### config.mk
export PLATFORM = sky130hd
export DESIGN_NAME = counter_prng_threefry_top
export DESIGN_NICKNAME = d
export VERILOG_FILES = /design/src/hw/rtl/tfry_pkg.sv /design/src/hw/rtl/tfry_mix.sv /design/src/hw/rtl/tfry_inject.sv /design/src/hw/rtl/counter_prng_threefry_top.sv
export SDC_FILE = /design/constraint.sdc
export NUM_CORES = 2
export LEC_CHECK = 0
export BUFFER_PORTS_ARGS = -buffer_cell sky130_fd_sc_hd__buf_2
export CAP_MARGIN = 5
export CORE_MARGIN = 2
export CORE_UTILIZATION = 55
export CTS_CLUSTER_SIZE = 30
export DETAILED_ROUTE_END_ITERATION = 16
export HOLD_SLACK_MARGIN = 0.15
export PLACE_DENSITY = 0.71
export SYNTH_ARGS = -nofsm -noshare
export SYNTH_HDL_FRONTEND = slang
export SYNTH_SLANG_ARGS = --single-unit
### constraint.sdc
create_clock -name clk -period 154.2 [get_ports clk]
set_clock_uncertainty 0.15 [all_clocks]
set_input_delay 30.84 -clock clk [delete_from_list [all_inputs] [get_ports clk]]
set_output_delay 30.84 -clock clk [all_outputs]
set_load 0.03 [all_outputs]
### src/hw/rtl/tfry_pkg.sv
// Shared types, constants and helpers for the Threefry counter-based generator.
`default_nettype none

package tfry_pkg;

    // Key schedule parity constant.
    localparam logic [63:0] GOLDEN = 64'h9E3779B97F4A7C15;

    // Number of mix-mix-inject groups after the initial key injection.
    localparam int unsigned GROUPS = 4;

    // Rotation amounts, two per group, index 0 first.
    localparam logic [7:0][5:0] ROT_AMT = {6'd21, 6'd24, 6'd32, 6'd16,
                                           6'd31, 6'd12, 6'd42, 6'd16};

    // Configuration register indexes.
    localparam logic [1:0] REG_KEY_WORD0 = 2'd0;
    localparam logic [1:0] REG_KEY_WORD1 = 2'd1;

    // Input beat.
    typedef struct packed {
        logic [63:0] counter;
        logic        batch_end;
    } in_beat_t;

    // Output beat.
    typedef struct packed {
        logic [63:0] random_word;
        logic        last_word;
    } out_beat_t;

    // Working lanes carried down the pipeline with the batch mark.
    typedef struct packed {
        logic [63:0] a;
        logic [63:0] b;
        logic        last;
    } lane_t;

    // Rotate left by 0..63 bits.
    function automatic logic [63:0] rotl(input logic [63:0] x, input logic [5:0] k);
        logic [127:0] d;
        d = {x, x} << k;
        return d[127:64];
    endfunction

endpackage

`default_nettype wire

### src/hw/rtl/tfry_mix.sv
// One add-rotate-xor mix as a registered pipeline stage.
`default_nettype none

module tfry_mix (
    input  wire logic            clk,
    input  wire logic            rst_n,
    input  wire logic            en,
    input  wire logic [5:0]      rot,
    input  wire logic            valid_in,
    input  wire tfry_pkg::lane_t lanes_in,
    output logic                 valid_out,
    output tfry_pkg::lane_t      lanes_out
);

    logic            valid_reg;
    tfry_pkg::lane_t lanes_reg;
    tfry_pkg::lane_t lanes_next;

    // Lane 0 absorbs lane 1; lane 1 is rotated and mixed with the new lane 0.
    always_comb
    begin
        lanes_next.a    = lanes_in.a + lanes_in.b;
        lanes_next.b    = tfry_pkg::rotl(lanes_in.b, rot) ^ lanes_next.a;
        lanes_next.last = lanes_in.last;
    end

    // Stage valid bit.
    always_ff @(posedge clk or negedge rst_n)
    begin
        if (!rst_n)
        begin
            valid_reg <= 1'b0;
        end
        else if (en)
        begin
            valid_reg <= valid_in;
        end
    end

    // Stage payload.
    always_ff @(posedge clk)
    begin
        if (en)
        begin
            lanes_reg <= lanes_next;
        end
    end

    assign valid_out = valid_reg;
    assign lanes_out = lanes_reg;

endmodule

`default_nettype wire

### src/hw/rtl/tfry_inject.sv
// One key injection as a registered pipeline stage.
`default_nettype none

module tfry_inject (
    input  wire logic            clk,
    input  wire logic            rst_n,
    input  wire logic            en,
    input  wire logic [63:0]     key_a,
    input  wire logic [63:0]     key_b,
    input  wire logic            valid_in,
    input  wire tfry_pkg::lane_t lanes_in,
    output logic                 valid_out,
    output tfry_pkg::lane_t      lanes_out
);

    logic            valid_reg;
    tfry_pkg::lane_t lanes_reg;
    tfry_pkg::lane_t lanes_next;

    // Each lane gets its schedule word added.
    always_comb
    begin
        lanes_next.a    = lanes_in.a + key_a;
        lanes_next.b    = lanes_in.b + key_b;
        lanes_next.last = lanes_in.last;
    end

    // Stage valid bit.
    always_ff @(posedge clk or negedge rst_n)
    begin
        if (!rst_n)
        begin
            valid_reg <= 1'b0;
        end
        else if (en)
        begin
            valid_reg <= valid_in;
        end
    end

    // Stage payload.
    always_ff @(posedge clk)
    begin
        if (en)
        begin
            lanes_reg <= lanes_next;
        end
    end

    assign valid_out = valid_reg;
    assign lanes_out = lanes_reg;

endmodule

`default_nettype wire

### src/hw/rtl/counter_prng_threefry_top.sv
// Throughput: one beat per cycle while the sink does not stall.
// The 13-stage pipeline advances as a whole.
// The pipeline holds while the last stage has a beat that the sink stalls.
// Reset (rst_n, asynchronous, active low) clears all stage valid bits and both key words.
// The last pipeline stage is the output register.
`default_nettype none

module counter_prng_threefry_top (
    input  wire logic                clk,
    input  wire logic                rst_n,
    input  wire logic                cfg_we,
    input  wire logic [1:0]          cfg_index,
    input  wire logic [63:0]         cfg_data,
    input  wire logic                in_valid,
    output logic                     in_stall,
    input  wire tfry_pkg::in_beat_t  in_data,
    output logic                     out_valid,
    input  wire logic                out_stall,
    output tfry_pkg::out_beat_t      out_data
);

    localparam int unsigned NSTAGE = 1 + 3 * tfry_pkg::GROUPS;

    logic [63:0] key_word0_reg;
    logic [63:0] key_word1_reg;
    logic [63:0] sched [0:2];
    logic [63:0] inj_b_reg [0:tfry_pkg::GROUPS-1];

    logic            adv;
    logic            stage_v [0:NSTAGE-1];
    tfry_pkg::lane_t stage_l [0:NSTAGE-1];
    tfry_pkg::lane_t lanes_init;

    // Key registers.
    always_ff @(posedge clk or negedge rst_n)
    begin
        if (!rst_n)
        begin
            key_word0_reg <= '0;
            key_word1_reg <= '0;
        end
        else if (cfg_we)
        begin
            case (cfg_index)
                tfry_pkg::REG_KEY_WORD0: key_word0_reg <= cfg_data;
                tfry_pkg::REG_KEY_WORD1: key_word1_reg <= cfg_data;
                default: ;
            endcase
        end
    end

    // Key schedule; the third word keeps the schedule's parity.
    always_comb
    begin
        sched[0] = key_word0_reg;
        sched[1] = key_word1_reg;
        sched[2] = tfry_pkg::GOLDEN ^ key_word0_reg ^ key_word1_reg;
    end

    // Lane 1 injection words with the group number folded in ahead of time.
    always_ff @(posedge clk)
    begin
        for (int g = 0; g < tfry_pkg::GROUPS; g++)
        begin
            inj_b_reg[g] <= sched[(g + 2) % 3] + 64'(g + 1);
        end
    end

    // The whole pipeline moves unless the output beat is held by the sink.
    assign adv      = !(stage_v[NSTAGE-1] && out_stall);
    assign in_stall = !adv;

    // Lanes start as the counter and the counter xor key word 0.
    always_comb
    begin
        lanes_init.a    = in_data.counter;
        lanes_init.b    = in_data.counter ^ key_word0_reg;
        lanes_init.last = in_data.batch_end;
    end

    // Initial key injection.
    tfry_inject u_inject0 (
        .clk       (clk),
        .rst_n     (rst_n),
        .en        (adv),
        .key_a     (sched[0]),
        .key_b     (sched[1]),
        .valid_in  (in_valid),
        .lanes_in  (lanes_init),
        .valid_out (stage_v[0]),
        .lanes_out (stage_l[0])
    );

    // Four groups: two mixes, then a key injection.
    for (genvar g = 0; g < tfry_pkg::GROUPS; g++)
    begin : g_group
        localparam int unsigned S = 3 * g;

        tfry_mix u_mix0 (
            .clk       (clk),
            .rst_n     (rst_n),
            .en        (adv),
            .rot       (tfry_pkg::ROT_AMT[2 * g]),
            .valid_in  (stage_v[S]),
            .lanes_in  (stage_l[S]),
            .valid_out (stage_v[S + 1]),
            .lanes_out (stage_l[S + 1])
        );

        tfry_mix u_mix1 (
            .clk       (clk),
            .rst_n     (rst_n),
            .en        (adv),
            .rot       (tfry_pkg::ROT_AMT[2 * g + 1]),
            .valid_in  (stage_v[S + 1]),
            .lanes_in  (stage_l[S + 1]),
            .valid_out (stage_v[S + 2]),
            .lanes_out (stage_l[S + 2])
        );

        tfry_inject u_inject (
            .clk       (clk),
            .rst_n     (rst_n),
            .en        (adv),
            .key_a     (sched[(g + 1) % 3]),
            .key_b     (inj_b_reg[g]),
            .valid_in  (stage_v[S + 2]),
            .lanes_in  (stage_l[S + 2]),
            .valid_out (stage_v[S + 3]),
            .lanes_out (stage_l[S + 3])
        );
    end

    // Output beat is lane 0 of the last stage.
    assign out_valid            = stage_v[NSTAGE-1];
    assign out_data.random_word = stage_l[NSTAGE-1].a;
    assign out_data.last_word   = stage_l[NSTAGE-1].last;

    // An accepted input beat occupies the first stage on the next cycle.
    a_enter: assert property (@(posedge clk) disable iff (!rst_n)
        (in_valid && !in_stall) |=> stage_v[0])
        else $error("accepted beat did not enter the pipeline");

    // While the sink holds the output, the first and next-to-last stage valid bits do not change.
    a_freeze: assert property (@(posedge clk) disable iff (!rst_n)
        (out_valid && out_stall) |=> ($stable(stage_v[0]) && $stable(stage_v[NSTAGE-2])))
        else $error("pipeline moved under an output stall");

    // A beat in the next-to-last stage reaches the output when the pipeline advances.
    a_reach: assert property (@(posedge clk) disable iff (!rst_n)
        (stage_v[NSTAGE-2] && adv) |=> out_valid)
        else $error("beat lost before the output stage");

endmodule

`default_nettype wire
# Word-level counts from Yosys, hierarchy flattened
# Memories as Yosys holds them, arrays and structs flattened.
# Cells that the tools add are included.
# word_totals
n_memories	1
reg_bits	1690
mem_bits_rw	256
word_cells	89
input_bits	136
# op_classes
addsub	21
eq_ne	1
reduce_logical	4
n_bitwise	10
# memory_table
name	depth	width	read_ports	rd_clocked_by_memory_dff	write_ports	line	source
inj_b_reg	4	64	3	0	4	counter_prng_threefry_top.sv:27	logic [63:0] inj_b_reg [0:tfry_pkg::GROUPS-1];
# op_table
op	n
64-bit adder	17
64-bit XOR	9
64-bit by 2-bit adder with 64-bit output (second input constant)	2
64-bit by 1-bit adder with 64-bit output (second input constant)	1
64-bit by 3-bit adder with 64-bit output (second input constant)	1
38-bit inverter	1
2-bit AND reduction	2
2-bit by 1-bit == test with 1-bit output (second input constant)	1
2-bit logical NOT	1
1-bit logical AND	1

# Logic depth before layout (Yosys ltp)
# logic_depth
depth_word	3
depth_mapped	17

# Modules after synthesis
# From an unflattened synthesis, not the netlist that was laid out.
# unflattened
cells_unflattened	17207
hier_area_um2	176036.3
# modules_own_cells
mod	area_per_inst_um2	cells_per_inst	n_inst
tfry_inject	11198.2	1199	5
tfry_mix at g_group[0].u_mix0 ...	13063.8	1235	3
tfry_mix at g_group[2].u_mix1 ...	12764.7	1191	3
tfry_mix at g_group[1].u_mix1 ...	13280.2	1225	2
counter_prng_threefry_top	15999.1	1484	1

# Worst setup path before layout
# Ideal clock, no wire load.
# synth_timing
kind	in2out
start	input port out_stall
end	output port in_stall
t_arrival_ns	82.289
path_buffers	1
slack_ns	40.921
stages	3
required_ns	123.210
cell_sequence	nand2_1 -> clkbuf_1 -> inv_1
# synth_via
elab_chain_len	1
# synth_rtl
item	line	source
start: declaration	counter_prng_threefry_top.sv:18	input wire logic out_stall,
1-bit logical AND	counter_prng_threefry_top.sv:70	assign adv = !(stage_v[NSTAGE-1] && out_stall);
end: declaration	counter_prng_threefry_top.sv:15	output logic in_stall,
# Every way passes these cells.

# Worst setup path after layout
# Same ends and word-level chain as after synthesis.

==> out/results.tsv <==
stage	metric	value	unit
status	outcome	finished, final reports clean	
place	post-place-ws	91.55	ns
grt	track_usage	0.424	
route	dr.pass1.iters	8	
synthesis	yosysMostFrequentCell	edfxtp_1	
timing	relSlewSlack	0.0713	
hold_path	hp-class	flop to flop	
cts	h-tree-depth	4	
timing	setup_viol	0	
job	maxCapViolCount	0	
die	die_w	479	microns
route	avgRoutedWirePerCell	32.7	microns
grt	grt_pass1_vias	94100	
synthesis	syn_area	124000	sq um
hold_path	hold_depth	0	
route	ant_nets	0	
place	hpwl	404000	microns
synthesis	netlist_top_cells_count	edfxtp_1, a21oi_1, ha_1	
grt	gr-total-overflow	0	
route	wl	500000	microns
die	core	224000	sq um
worst_setup_path	worst-r2r-setup-slack	147.96	ns
final_layout	finalNetCount	13300	
route	first_iter_violations	14500	
hold_path	min_to	g_group[2].u_mix1.lanes_out[0]	
synthesis	ys_async_sr_fraction	0.0749	
place	portBuffers	202	
hold_path	holdCritStartpoint	g_group[2].u_mix0.lanes_out[0]	
worst_setup_path	setup.worst_path.end_class	output pin	
synthesis	synth-edff-count	1549	
synthesis	yosysUniqueCellTypes	118	
cts	cts_made_buffers	203	
final_layout	areaGrowthSynthToFinish	9.42	%
worst_setup_path	worstReg2RegEnd	g_group[1].u_inject.lanes_out[122]	
synthesis	ys_ff_latch	1882	
timing	worst_slack	91.55	ns
route	vias	102000	
timing	finalCriticalPeriod	62.65	ns
place	gp_congestion	1.07	
place	dp.cells	14900	
synthesis	synth_flop_cell	edfxtp_1	
worst_setup_path	worstSetupPathType	input pin to output pin	
timing	hold_violations	0	
cts	clk_pin_slew	0.06	ns
final_layout	largest_reg_flops	516	
timing	fin_crit_sh	0.406	
cts	cts_resized	0	
synthesis	yosys.area.top_type	edfxtp_1	
cts	cts_sinks	1882	
worst_setup_path	rr_worst_depth	15	
worst_setup_path	critical_path.cell_chain	buf_2, nand2_4, inv_1, buf_2	
worst_setup_path	critPathLaunchType	input pin	
worst_setup_path	crit_fanout	37	
timing	grt_setup_unrepaired	no	
die	io_pins	203	
final_layout	fin_cells	15300	
timing	worst_pin_slew	1.38	ns
worst_setup_path	max_stage_delay	0.38	ns
synthesis	synth_area_leaders	edfxtp_1, ha_1, xor2_1, xnor2_1, a21oi_1	
die	die-area	229000	sq um
route	drc_errors	0	
worst_setup_path	cp.arrival	31.66	ns
grt	grt_max_degree	189	
route	vias_per_cell	6.66	
worst_setup_path	worstPathRequired	123.21	ns
die	fp.dieH	479	microns
grt	grt_pass1_wl	687000	microns
timing	drv_slew	0	
worst_setup_path	critPathMostFrequentCell	buf_2	
final_layout	drive_above_1_share	0.0729	
synthesis	synth_nets	13200	
worst_setup_path	critPathSlowestCell	nand2_4	
synthesis	synthCells	12000	
synthesis	seq_area_frac_synth	0.435	
final_layout	fin_util	0.604	
cts	clk_latency	0.90	ns
cts	clockBufferDepth	3	
worst_setup_path	r2r_start	key_word1_reg[20]	
timing	tns	0	ns
cts	root_buffer	clkbuf_16	
die	initial_core_util	0.552	
cts	ctsHoldBuffers	0	
die	fp-row-count	174	
synthesis	ys_warn_count	0	
synthesis	post_synth.cell_area_avg	10.3	sq um
synthesis	synthDominantCellAreaShare	0.375	
worst_setup_path	crit_path_start	out_stall	
cts	cts_tree	yes	
grt	grt_antenna_before_repair	44	
timing	max_freq	16.0	MHz
cts	post_cts_buffers	0	
==> metal layers <==
layer / vias to the layer above / track usage / wire length (microns)
met4: 10 / 0.339 / 48100
met3: 1421 / 0.109 / 55500
met2: 6130 / 0.618 / 210000
li1: 44800 / - / -
met5: - / 0.00580 / 187
met1: 49500 / 0.533 / 186000
==> layout by cell type (no fill, tap or decap), types with 136 or more instances in the layout <==
cell / synthesis / layout
buf_2: 14 / 201
xnor2_1: 845 / 842
inv_1: 342 / 342
o21bai_1: 215 / 215
a21o_1: 697 / 697
nand3_1: 229 / 229
xor2_1: 892 / 892
clkbuf_16: 0 / 210
mux2_2: 136 / 136
o21ai_0: 574 / 574
edfxtp_1: 1549 / 1549
nand2_1: 856 / 855
nor2_1: 636 / 636
ha_1: 1089 / 1089
dfxtp_1: 192 / 192
dfrtp_1: 141 / 141
nand4_1: 294 / 294
a21oi_1: 1198 / 1198
==> cell type report <==
cell class | count | area [sq um]
fillers | 18500 | 88900
multi-input cells | 9348 | 67200
flip-flops and latches | 1882 | 53900
clock buffers | 253 | 5580
well taps | 2992 | 3740
repair buffers | 318 | 1930
clock inverters | 131 | 1880
inverters | 342 | 1280
diodes | 32 | 80.1
==> metrics by stage <==
stage	hold slack, ns	instance area (sq um)
floorplan	0.250	124000
global placement	0.251	128000
detailed placement	0.255	128000
CTS	0.268	136000
global route	0.277	136000
finish	0.265	136000
==> kinds of logic after synthesis <==
group	share of synthesized area
AO/OA/AOI/OAI	0.184
AND/OR/NAND/NOR	0.108
flip-flops	0.435
XOR/XNOR	0.124
adder cells (fa/ha/maj)	0.113
buffers and inverters	0.0230
multiplexers	0.0124
==> worst max-delay path, delay by kind of cell <==
kind / cells / cell delay (ns)
buffers and inverters: 3 / 0.43
AND/OR/NAND/NOR: 1 / 0.38
==> worst max-delay path by stage <==
stage / to / cells after the start
6_report: in_stall / 4
5_1_grt: in_stall / 4
4_1_cts: in_stall / 4
3_5_place_dp: in_stall / 4
3_3_place_gp: in_stall / 4
2_1_floorplan: in_stall / 3
Power is not shown: default switching activity piles up to over one toggle a cycle in this logic, so the estimate is an artifact.
